**src/hw/rtl/rles_pkg.sv**
```systemverilog
// Shared types and constants for the RGB LED effect sequencer.
// Holds the request/response item structs, mode and register codes, and timing constants.
// No dependencies.
package rles_pkg;

	// Request item: a tick or a timeout start
	typedef struct packed {
		logic        action;
		logic [31:0] now_ms;
		logic [2:0]  mode;
		logic [6:0]  battery_percent;
		logic [30:0] duration_ms;
	} req_t;

	// Response item: the pixel shown after the request
	typedef struct packed {
		logic [7:0] pixel_red;
		logic [7:0] pixel_green;
		logic [7:0] pixel_blue;
	} rsp_t;

	// Action codes
	localparam logic ACT_TICK    = 1'b0;
	localparam logic ACT_TIMEOUT = 1'b1;

	// Effect modes
	localparam logic [2:0] MODE_ON      = 3'd0;
	localparam logic [2:0] MODE_OFF     = 3'd1;
	localparam logic [2:0] MODE_FADE    = 3'd2;
	localparam logic [2:0] MODE_BLINK   = 3'd3;
	localparam logic [2:0] MODE_BOOT    = 3'd4;
	localparam logic [2:0] MODE_BATTERY = 3'd5;
	localparam logic [2:0] MODE_TIMEOUT = 3'd6;
	localparam logic [2:0] MODE_HOLD    = 3'd7;

	// Configuration register indexes
	localparam int unsigned CFG_IDX_W = 2;
	localparam logic [CFG_IDX_W-1:0] REG_COLOR_RED   = 2'd0;
	localparam logic [CFG_IDX_W-1:0] REG_COLOR_GREEN = 2'd1;
	localparam logic [CFG_IDX_W-1:0] REG_COLOR_BLUE  = 2'd2;
	localparam logic [CFG_IDX_W-1:0] REG_FADE_SPEED  = 2'd3;

	localparam logic [7:0] FADE_SPEED_RESET = 8'd2;

	// Update periods in ms (update when elapsed time is strictly greater)
	localparam logic [31:0] FADE_PERIOD_MS  = 32'd10;
	localparam logic [31:0] BLINK_PERIOD_MS = 32'd500;

	// Step limits and boot ramp increment
	localparam logic signed [10:0] STEP_MAX  = 11'sd255;
	localparam logic signed [10:0] BOOT_STEP = 11'sd2;

	// Battery thresholds
	localparam logic [6:0] BATT_HIGH = 7'd75;
	localparam logic [6:0] BATT_MID  = 7'd50;
	localparam logic [6:0] BATT_LOW  = 7'd25;
	localparam logic [6:0] BATT_CRIT = 7'd5;

	// Battery palette components
	localparam logic [7:0] PAL_FULL   = 8'd255;
	localparam logic [7:0] PAL_ORANGE = 8'd165;
	localparam logic [7:0] PAL_RED_G  = 8'd40;

endpackage

```
**src/hw/rtl/rgb_led_effect_sequencer.sv**
```systemverilog
// Top level of the RGB LED effect sequencer: input register, effect logic, pixel register.
// Depends on rles_pkg for item types, mode codes and constants.
//
// Usage:
//   req channel (req_valid/req_ready/req) carries one item: a tick that runs one
//   update of the selected effect, or a timeout start that records an end time.
//   rsp channel (rsp_valid/rsp_ready/rsp) returns exactly one pixel per item.
//   cfg channel (cfg_valid/cfg_ready/cfg_index/cfg_data) writes the user color
//   and fade speed; cfg_ready is always high, write only while the block is idle.
// Path: an accepted item lands in the input register, and its pixel is then loaded
//   into the pixel register, which raises rsp_valid.
// Throughput: one item per cycle unless rsp stalls; the effect update is a single
//   pass through three 8x8 multipliers and a divide-by-255 correction between the
//   input and pixel registers, and effect state is written in that pass.
// Stall: while rsp is held off, the pixel register keeps its item; one more
//   item can wait in the input register, then req_ready drops.
// Reset (arst_n low): pixel off, step 0, direction up, times 0, color 0,
//   fade speed 2, both channels empty.
module rgb_led_effect_sequencer (
	input  logic                               clk,
	input  logic                               arst_n,
	input  logic                               req_valid,
	output logic                               req_ready,
	input  rles_pkg::req_t                     req,
	output logic                               rsp_valid,
	input  logic                               rsp_ready,
	output rles_pkg::rsp_t                     rsp,
	input  logic                               cfg_valid,
	output logic                               cfg_ready,
	input  logic [rles_pkg::CFG_IDX_W-1:0]     cfg_index,
	input  logic [7:0]                         cfg_data
);

	// Exact x/255 for a 16-bit product of two 8-bit values
	function automatic logic [7:0] div255(input logic [15:0] x);
		logic [16:0] t;
		t = {1'b0, x} + {9'd0, x[15:8]} + 17'd1;
		return t[15:8];
	endfunction

	// Configuration registers
	logic [7:0] color_red_q, color_green_q, color_blue_q, fade_speed_q;

	// Effect state
	rles_pkg::rsp_t     pixel_q, pixel_d;
	logic signed [9:0]  step_q, step_d;
	logic               rising_q, rising_d;
	logic [31:0]        last_q, last_d;
	logic [31:0]        end_q, end_d;

	// Pipeline
	logic               valid_s1;
	rles_pkg::req_t     req_s1;
	logic               rsp_valid_q;
	logic               advance;

	assign cfg_ready = 1'b1;
	assign advance   = valid_s1 && (!rsp_valid_q || rsp_ready);
	assign req_ready = !valid_s1 || advance;
	assign rsp_valid = rsp_valid_q;
	assign rsp       = pixel_q;

	// Configuration writes
	always_ff @(posedge clk or negedge arst_n) begin
		if (!arst_n) begin
			color_red_q   <= 8'd0;
			color_green_q <= 8'd0;
			color_blue_q  <= 8'd0;
			fade_speed_q  <= rles_pkg::FADE_SPEED_RESET;
		end else if (cfg_valid && cfg_ready) begin
			case (cfg_index)
				rles_pkg::REG_COLOR_RED:   color_red_q   <= cfg_data;
				rles_pkg::REG_COLOR_GREEN: color_green_q <= cfg_data;
				rles_pkg::REG_COLOR_BLUE:  color_blue_q  <= cfg_data;
				rles_pkg::REG_FADE_SPEED:  fade_speed_q  <= cfg_data;
				default: ;
			endcase
		end
	end

	// Input register
	always_ff @(posedge clk or negedge arst_n) begin
		if (!arst_n) begin
			valid_s1 <= 1'b0;
		end else if (req_ready) begin
			valid_s1 <= req_valid;
		end
	end

	always_ff @(posedge clk) begin
		if (req_valid && req_ready) begin
			req_s1 <= req;
		end
	end

	// Elapsed-time checks (wrapping difference)
	logic [31:0] elapsed;
	logic        fade_due, blink_due;
	assign elapsed   = req_s1.now_ms - last_q;
	assign fade_due  = elapsed > rles_pkg::FADE_PERIOD_MS;
	assign blink_due = elapsed > rles_pkg::BLINK_PERIOD_MS;

	// Fade update: move, clamp, scale the chosen color by step/255
	logic                battery_fade;
	logic [7:0]          fade_r, fade_g, fade_b;
	logic signed [10:0]  fade_delta, fade_sum;
	logic [7:0]          fade_step;
	logic                fade_rising;
	logic [15:0]         prod_r, prod_g, prod_b;
	rles_pkg::rsp_t      fade_pixel;

	assign battery_fade = req_s1.mode == rles_pkg::MODE_BATTERY;
	assign fade_r = battery_fade ? rles_pkg::PAL_FULL  : color_red_q;
	assign fade_g = battery_fade ? rles_pkg::PAL_RED_G : color_green_q;
	assign fade_b = battery_fade ? 8'd0                : color_blue_q;

	always_comb begin
		fade_delta = rising_q ? $signed({3'b000, fade_speed_q})
		                      : -$signed({3'b000, fade_speed_q});
		fade_sum   = $signed({step_q[9], step_q}) + fade_delta;
		if (fade_sum >= rles_pkg::STEP_MAX) begin
			fade_step   = 8'd255;
			fade_rising = 1'b0;
		end else if (fade_sum <= 11'sd0) begin
			fade_step   = 8'd0;
			fade_rising = 1'b1;
		end else begin
			fade_step   = fade_sum[7:0];
			fade_rising = rising_q;
		end
	end

	assign prod_r = fade_r * fade_step;
	assign prod_g = fade_g * fade_step;
	assign prod_b = fade_b * fade_step;
	assign fade_pixel = '{pixel_red: div255(prod_r), pixel_green: div255(prod_g),
	                      pixel_blue: div255(prod_b)};

	// Boot ramp: step +-2, direction flips at the ends, half truncates toward zero
	logic signed [10:0]  boot_sum, boot_half;
	logic                boot_rising;
	always_comb begin
		boot_sum    = $signed({step_q[9], step_q})
		            + (rising_q ? rles_pkg::BOOT_STEP : -rles_pkg::BOOT_STEP);
		boot_half   = (boot_sum + {10'd0, boot_sum[10]}) >>> 1;
		boot_rising = rising_q;
		if (boot_sum >= rles_pkg::STEP_MAX) boot_rising = 1'b0;
		if (boot_sum <= 11'sd0) boot_rising = 1'b1;
	end

	// Next-state selection
	rles_pkg::rsp_t user_pixel;
	assign user_pixel = '{pixel_red: color_red_q, pixel_green: color_green_q,
	                      pixel_blue: color_blue_q};

	always_comb begin
		pixel_d  = pixel_q;
		step_d   = step_q;
		rising_d = rising_q;
		last_d   = last_q;
		end_d    = end_q;
		if (req_s1.action == rles_pkg::ACT_TIMEOUT) begin
			end_d   = req_s1.now_ms + {1'b0, req_s1.duration_ms};
			pixel_d = user_pixel;
		end else begin
			case (req_s1.mode)
				rles_pkg::MODE_ON:  pixel_d = user_pixel;
				rles_pkg::MODE_OFF: pixel_d = '0;
				rles_pkg::MODE_FADE: begin
					if (fade_due) begin
						last_d   = req_s1.now_ms;
						step_d   = $signed({2'b00, fade_step});
						rising_d = fade_rising;
						pixel_d  = fade_pixel;
					end
				end
				rles_pkg::MODE_BLINK: begin
					if (blink_due) begin
						last_d = req_s1.now_ms;
						if (step_q == 10'sd0) begin
							step_d  = 10'sd1;
							pixel_d = user_pixel;
						end else begin
							step_d  = 10'sd0;
							pixel_d = '0;
						end
					end
				end
				rles_pkg::MODE_BOOT: begin
					if (fade_due) begin
						last_d   = req_s1.now_ms;
						step_d   = boot_sum[9:0];
						rising_d = boot_rising;
						pixel_d  = '{pixel_red: boot_half[7:0], pixel_green: boot_sum[7:0],
						             pixel_blue: 8'd0};
					end
				end
				rles_pkg::MODE_BATTERY: begin
					if (req_s1.battery_percent > rles_pkg::BATT_HIGH) begin
						pixel_d = '{pixel_red: 8'd0, pixel_green: rles_pkg::PAL_FULL,
						            pixel_blue: rles_pkg::PAL_FULL};
					end else if (req_s1.battery_percent > rles_pkg::BATT_MID) begin
						pixel_d = '{pixel_red: 8'd0, pixel_green: rles_pkg::PAL_FULL,
						            pixel_blue: 8'd0};
					end else if (req_s1.battery_percent > rles_pkg::BATT_LOW) begin
						pixel_d = '{pixel_red: rles_pkg::PAL_FULL,
						            pixel_green: rles_pkg::PAL_ORANGE, pixel_blue: 8'd0};
					end else if (req_s1.battery_percent > rles_pkg::BATT_CRIT) begin
						pixel_d = '{pixel_red: rles_pkg::PAL_FULL,
						            pixel_green: rles_pkg::PAL_RED_G, pixel_blue: 8'd0};
					end else if (fade_due) begin
						last_d   = req_s1.now_ms;
						step_d   = $signed({2'b00, fade_step});
						rising_d = fade_rising;
						pixel_d  = fade_pixel;
					end
				end
				rles_pkg::MODE_TIMEOUT: begin
					if (req_s1.now_ms >= end_q) pixel_d = '0;
					else pixel_d = user_pixel;
				end
				rles_pkg::MODE_HOLD: ;
				default: ;
			endcase
		end
	end

	// Effect state and pixel (result) register
	always_ff @(posedge clk or negedge arst_n) begin
		if (!arst_n) begin
			pixel_q     <= '0;
			step_q      <= 10'sd0;
			rising_q    <= 1'b1;
			last_q      <= 32'd0;
			end_q       <= 32'd0;
			rsp_valid_q <= 1'b0;
		end else begin
			if (advance) begin
				pixel_q  <= pixel_d;
				step_q   <= step_d;
				rising_q <= rising_d;
				last_q   <= last_d;
				end_q    <= end_d;
			end
			if (advance) rsp_valid_q <= 1'b1;
			else if (rsp_ready) rsp_valid_q <= 1'b0;
		end
	end

	// Accepted item always reaches the input register
	a_req_to_s1: assert property (@(posedge clk) disable iff (!arst_n)
		req_valid && req_ready |=> valid_s1)
		else $error("accepted item did not reach input register");

	// A waiting item in the input register is not dropped
	a_s1_hold: assert property (@(posedge clk) disable iff (!arst_n)
		valid_s1 && !advance |=> valid_s1 && $stable(req_s1))
		else $error("input register lost a waiting item");

	// Effect state only moves when an item is processed
	a_state_quiet: assert property (@(posedge clk) disable iff (!arst_n)
		!advance |=> $stable(step_q) && $stable(last_q) && $stable(end_q) && $stable(pixel_q))
		else $error("effect state changed without an item");

	// A processed fade tick leaves the step clamped to 0..255
	a_fade_clamp: assert property (@(posedge clk) disable iff (!arst_n)
		advance && req_s1.action == rles_pkg::ACT_TICK && req_s1.mode == rles_pkg::MODE_FADE
		&& fade_due |=> step_q >= 10'sd0 && step_q <= 10'sd255)
		else $error("fade step out of range");

	// Timeout start records now plus duration
	a_timeout_end: assert property (@(posedge clk) disable iff (!arst_n)
		advance && req_s1.action == rles_pkg::ACT_TIMEOUT
		|=> end_q == $past(req_s1.now_ms + {1'b0, req_s1.duration_ms}))
		else $error("timeout end time not recorded");

endmodule

```
**config.mk**
```make
export PLATFORM = sky130hd
export DESIGN_NAME = rgb_led_effect_sequencer
export DESIGN_NICKNAME = d
export VERILOG_FILES = /design/src/hw/rtl/rles_pkg.sv /design/src/hw/rtl/rgb_led_effect_sequencer.sv
export SDC_FILE = /design/constraint.sdc
export NUM_CORES = 1
export LEC_CHECK = 0
export BUFFER_PORTS_ARGS = -buffer_cell sky130_fd_sc_hd__clkbuf_2
export CAP_MARGIN = 20
export CORE_ASPECT_RATIO = 0.9
export CORE_UTILIZATION = 35
export CTS_CLUSTER_SIZE = 40
export DETAILED_ROUTE_END_ITERATION = 8
export GPL_TIMING_DRIVEN = 0
export SLEW_MARGIN = 15
export SYNTH_ARGS = -nofsm -noshare
export SYNTH_HDL_FRONTEND = slang
export SYNTH_SLANG_ARGS = --single-unit
export TNS_END_PERCENT = 50
```
**constraint.sdc**
```tcl
create_clock -name clk -period 12.5 [get_ports clk]
set_input_delay 2.5 -clock clk [delete_from_list [all_inputs] [get_ports clk]]
set_output_delay 2.5 -clock clk [all_outputs]
set_load 0.01 [all_outputs]
```
==> qor.yml <==
worst_pin_slew_ns: 1.008
fin_cells: 3343
synthFlopType: "dfrtp_1"
worstPathRequired_ns: 12.94
die_y_um: 235.1
synth_warnings: 0
post_drt_wl_per_cell_um: 18.00
hold_violations: 0
slew_headroom: 0.3281
rsz0062_at_grt: "false"
initial_core_util: 0.3534
worstSkewPairLatency_ns: 0.57
drv_slew: 0
io_buffers: 114
gp_congestion: 0.9438
arrival_ns: 12.21
num_rows: 85
avgSynthCellArea_um2: 8.828
drc_errors: 1
dr.first_iter.drc_count: 1123
multi_input_area_mm2: 0.01430
die_area_mm2: 0.06135
postCtsSetupBuffers: 0
crit_path_top_delay_cell: "a21oi_1"
violations: "design-rule violations"
r2r-start: "rising_q"
grt_first_pass_wirelength_um: 96420
path_max_fanout: 10
grt.total_usage: 0.1956
crit_type: "reg -> reg"
min_path_type: "reg -> reg"
ctsLongestPathBuffers: 3
finalSetupTns_ns: 0
synth-edff-count: 74
synth_area_mm2: 0.02113
end_kind: "register"
start_kind: "register"
cts_hold_buf: 0
vias: 18108
drt-total-wl_um: 60160
max_cap_violations: 0
die_w_um: 261.0
ys_top_cells_by_area: "dfrtp_1, ha_1, fa_1, edfxtp_1, nor2_1"
yosys.area.top_type_share: 0.1552
overflow: 0
ys_seq_area_frac: 0.2629
setup_viol: 0
max_stage_delay_ns: 0.85
dr.pass1.iters: 7
synth_seq_cells: 207
skew_ns: 0.04080
postSynth.asyncResetShare: 0.6425
num_antenna_cells: 0
ctsHtreeMaxLevel: 1
syn_nets: 2835
yosysTopAreaCell: "dfrtp_1"
placedCellCount: 3294
ant_nets: 0
path_clk_slew_ns: 0.06
startpoint: "rising_q"
cts_buffers: 26
fin_crit_sh: 0.9416
antenna_found_initial: 0
nets: 2982
synth_common_cells: "nor2_1, inv_1, ha_1"
clkSinkCount: 207
post-dp-hpwl_um: 48200
nFillCells: 6008
grt_max_degree: 87
cts_tree: "yes"
max_freq_ghz: 0.08496
synth_cell_types: 95
ctsResizeCount: 0
yosysMostFrequentCell: "nor2_1"
holdCritStartpoint: "end_q[3]"
area_growth_pct: 11.99
dpl_cell_area_mm2: 0.02275
avgViaCountPerCell: 5.417
design_area_mm2: 0.02366
status: "complete, but fails checks"
ios: 116
final_util: 0.3958
seq_area_mm2: 0.005553
core_mm2: 0.05977
grt_pass1_vias: 18320
syn_inst: 2393
clock-root-buffer: "clkbuf_16"
layout-drive-gt1-share: 0.1094
period_minus_slack_ns: 11.77
==> sequential cells by signal, summed over array words and instances (netlist names) <==
signal / cells
color_blue_q: 8
req_s1: 74
end_q: 32
fade_speed_q: 8
rsp_valid: 1
valid_s1: 1
color_red_q: 8
rising_q: 1
last_q: 32
step_q: 10
rsp: 24
color_green_q: 8
==> routing by layer <==
| layer | global-route usage | vias to the layer above | share of wire |
|---|---|---|---|
| li1 | - | 8634 | - |
| met1 | 0.2679 | 8851 | 0.46 |
| met2 | 0.3186 | 527 | 0.45 |
| met3 | 0.03107 | 96 | 0.062 |
| met4 | 0.05104 | 0 | 0.026 |
| met5 | 0 | - | 0 |
==> cell families (layout without fill, tap and decap cells) <==
family                   Yosys count  after routing  share of synthesized area
flip-flops                       207            207                     0.2629
AO/OA/AOI/OAI                    574            574                     0.1809
other                              1              1                  0.0001775
multiplexers                      48             48                    0.02517
XOR/XNOR                         136            136                    0.05639
buffers and inverters            334            501                    0.06083
adder cells (fa/ha/maj)          353            353                     0.2489
AND/OR/NAND/NOR                  740            740                     0.1648
==> worst paths after layout <==
path                                   to  slack, ns  cells past startpoint
worst min register to register   end_q[3]       0.48                      2
worst max-delay path              rsp[17]       0.73                     38
worst min-delay path             end_q[3]       0.48                      2
worst max register to register    rsp[17]       0.73                     38
max in group asynchronous         rsp[23]       9.75                      2
min in group asynchronous       rsp_valid       1.90                      1
==> critical path, delay by kind of cell, from the launching register on <==
family | cells | cell delay (ns)
buffers and inverters | 5 | 1.27
DFF | 1 | 0.54
and+or+nand+nor | 9 | 1.59
xor gates and xnor gates | 3 | 0.53
AOI/OAI and AO/OA | 13 | 4.37
muxes | 1 | 0.32
adders and majority gates | 7 | 3.00
==> final cells by class <==
class                   count  area share
plain buffers              65     0.01163
clock buffers              28     0.02872
clock inverters            20    0.009519
repair buffers            119     0.02713
multi-input cells        1852      0.6042
well taps                 783     0.04141
flip-flops and latches    207      0.2347
inverters                 269     0.04268
==> per-stage QoR <==
stage / hold WS [ns] / setup WS (ns)
after floorplan: 0.4485 / 3.263
after global placement: 0.4628 / 0.7594
after detailed placement: 0.4708 / 0.6625
after CTS: 0.4842 / 0.6235
after global routing: 0.5026 / 0.2637
final: 0.4801 / 0.7296
==> placed cells by master, fill, tap and decap left out, drive strengths merged, types with 8 or more instances in the layout <==
| cell | instances |
|---|---|
| clkbuf | 184 |
| nand2 | 170 |
| and2 | 23 |
| clkinv | 8 |
| xor2 | 52 |
| nor2b | 20 |
| o211ai | 11 |
| ha | 241 |
| nand4 | 21 |
| o221ai | 8 |
| inv | 274 |
| nor2 | 294 |
| a21oi | 129 |
| mux2 | 41 |
| fa | 112 |
| edfxtp | 74 |
| nor3b | 9 |
| nor3 | 39 |
| and3 | 17 |
| or2 | 25 |
| o21a | 30 |
| a21o | 50 |
| xnor2 | 84 |
| a221o | 9 |
| a31oi | 24 |
| a211o | 10 |
| nand2b | 32 |
| o21bai | 21 |
| dfrtp | 131 |
| o31ai | 24 |
| nand3 | 39 |
| nor4 | 10 |
| a211oi | 22 |
| or3 | 16 |
| a221oi | 9 |
| buf | 28 |
| o21ai | 158 |
Power is left out: the tool's default activity adds up to more than one toggle a clock period on the data nets, which glitch-free logic cannot reach.
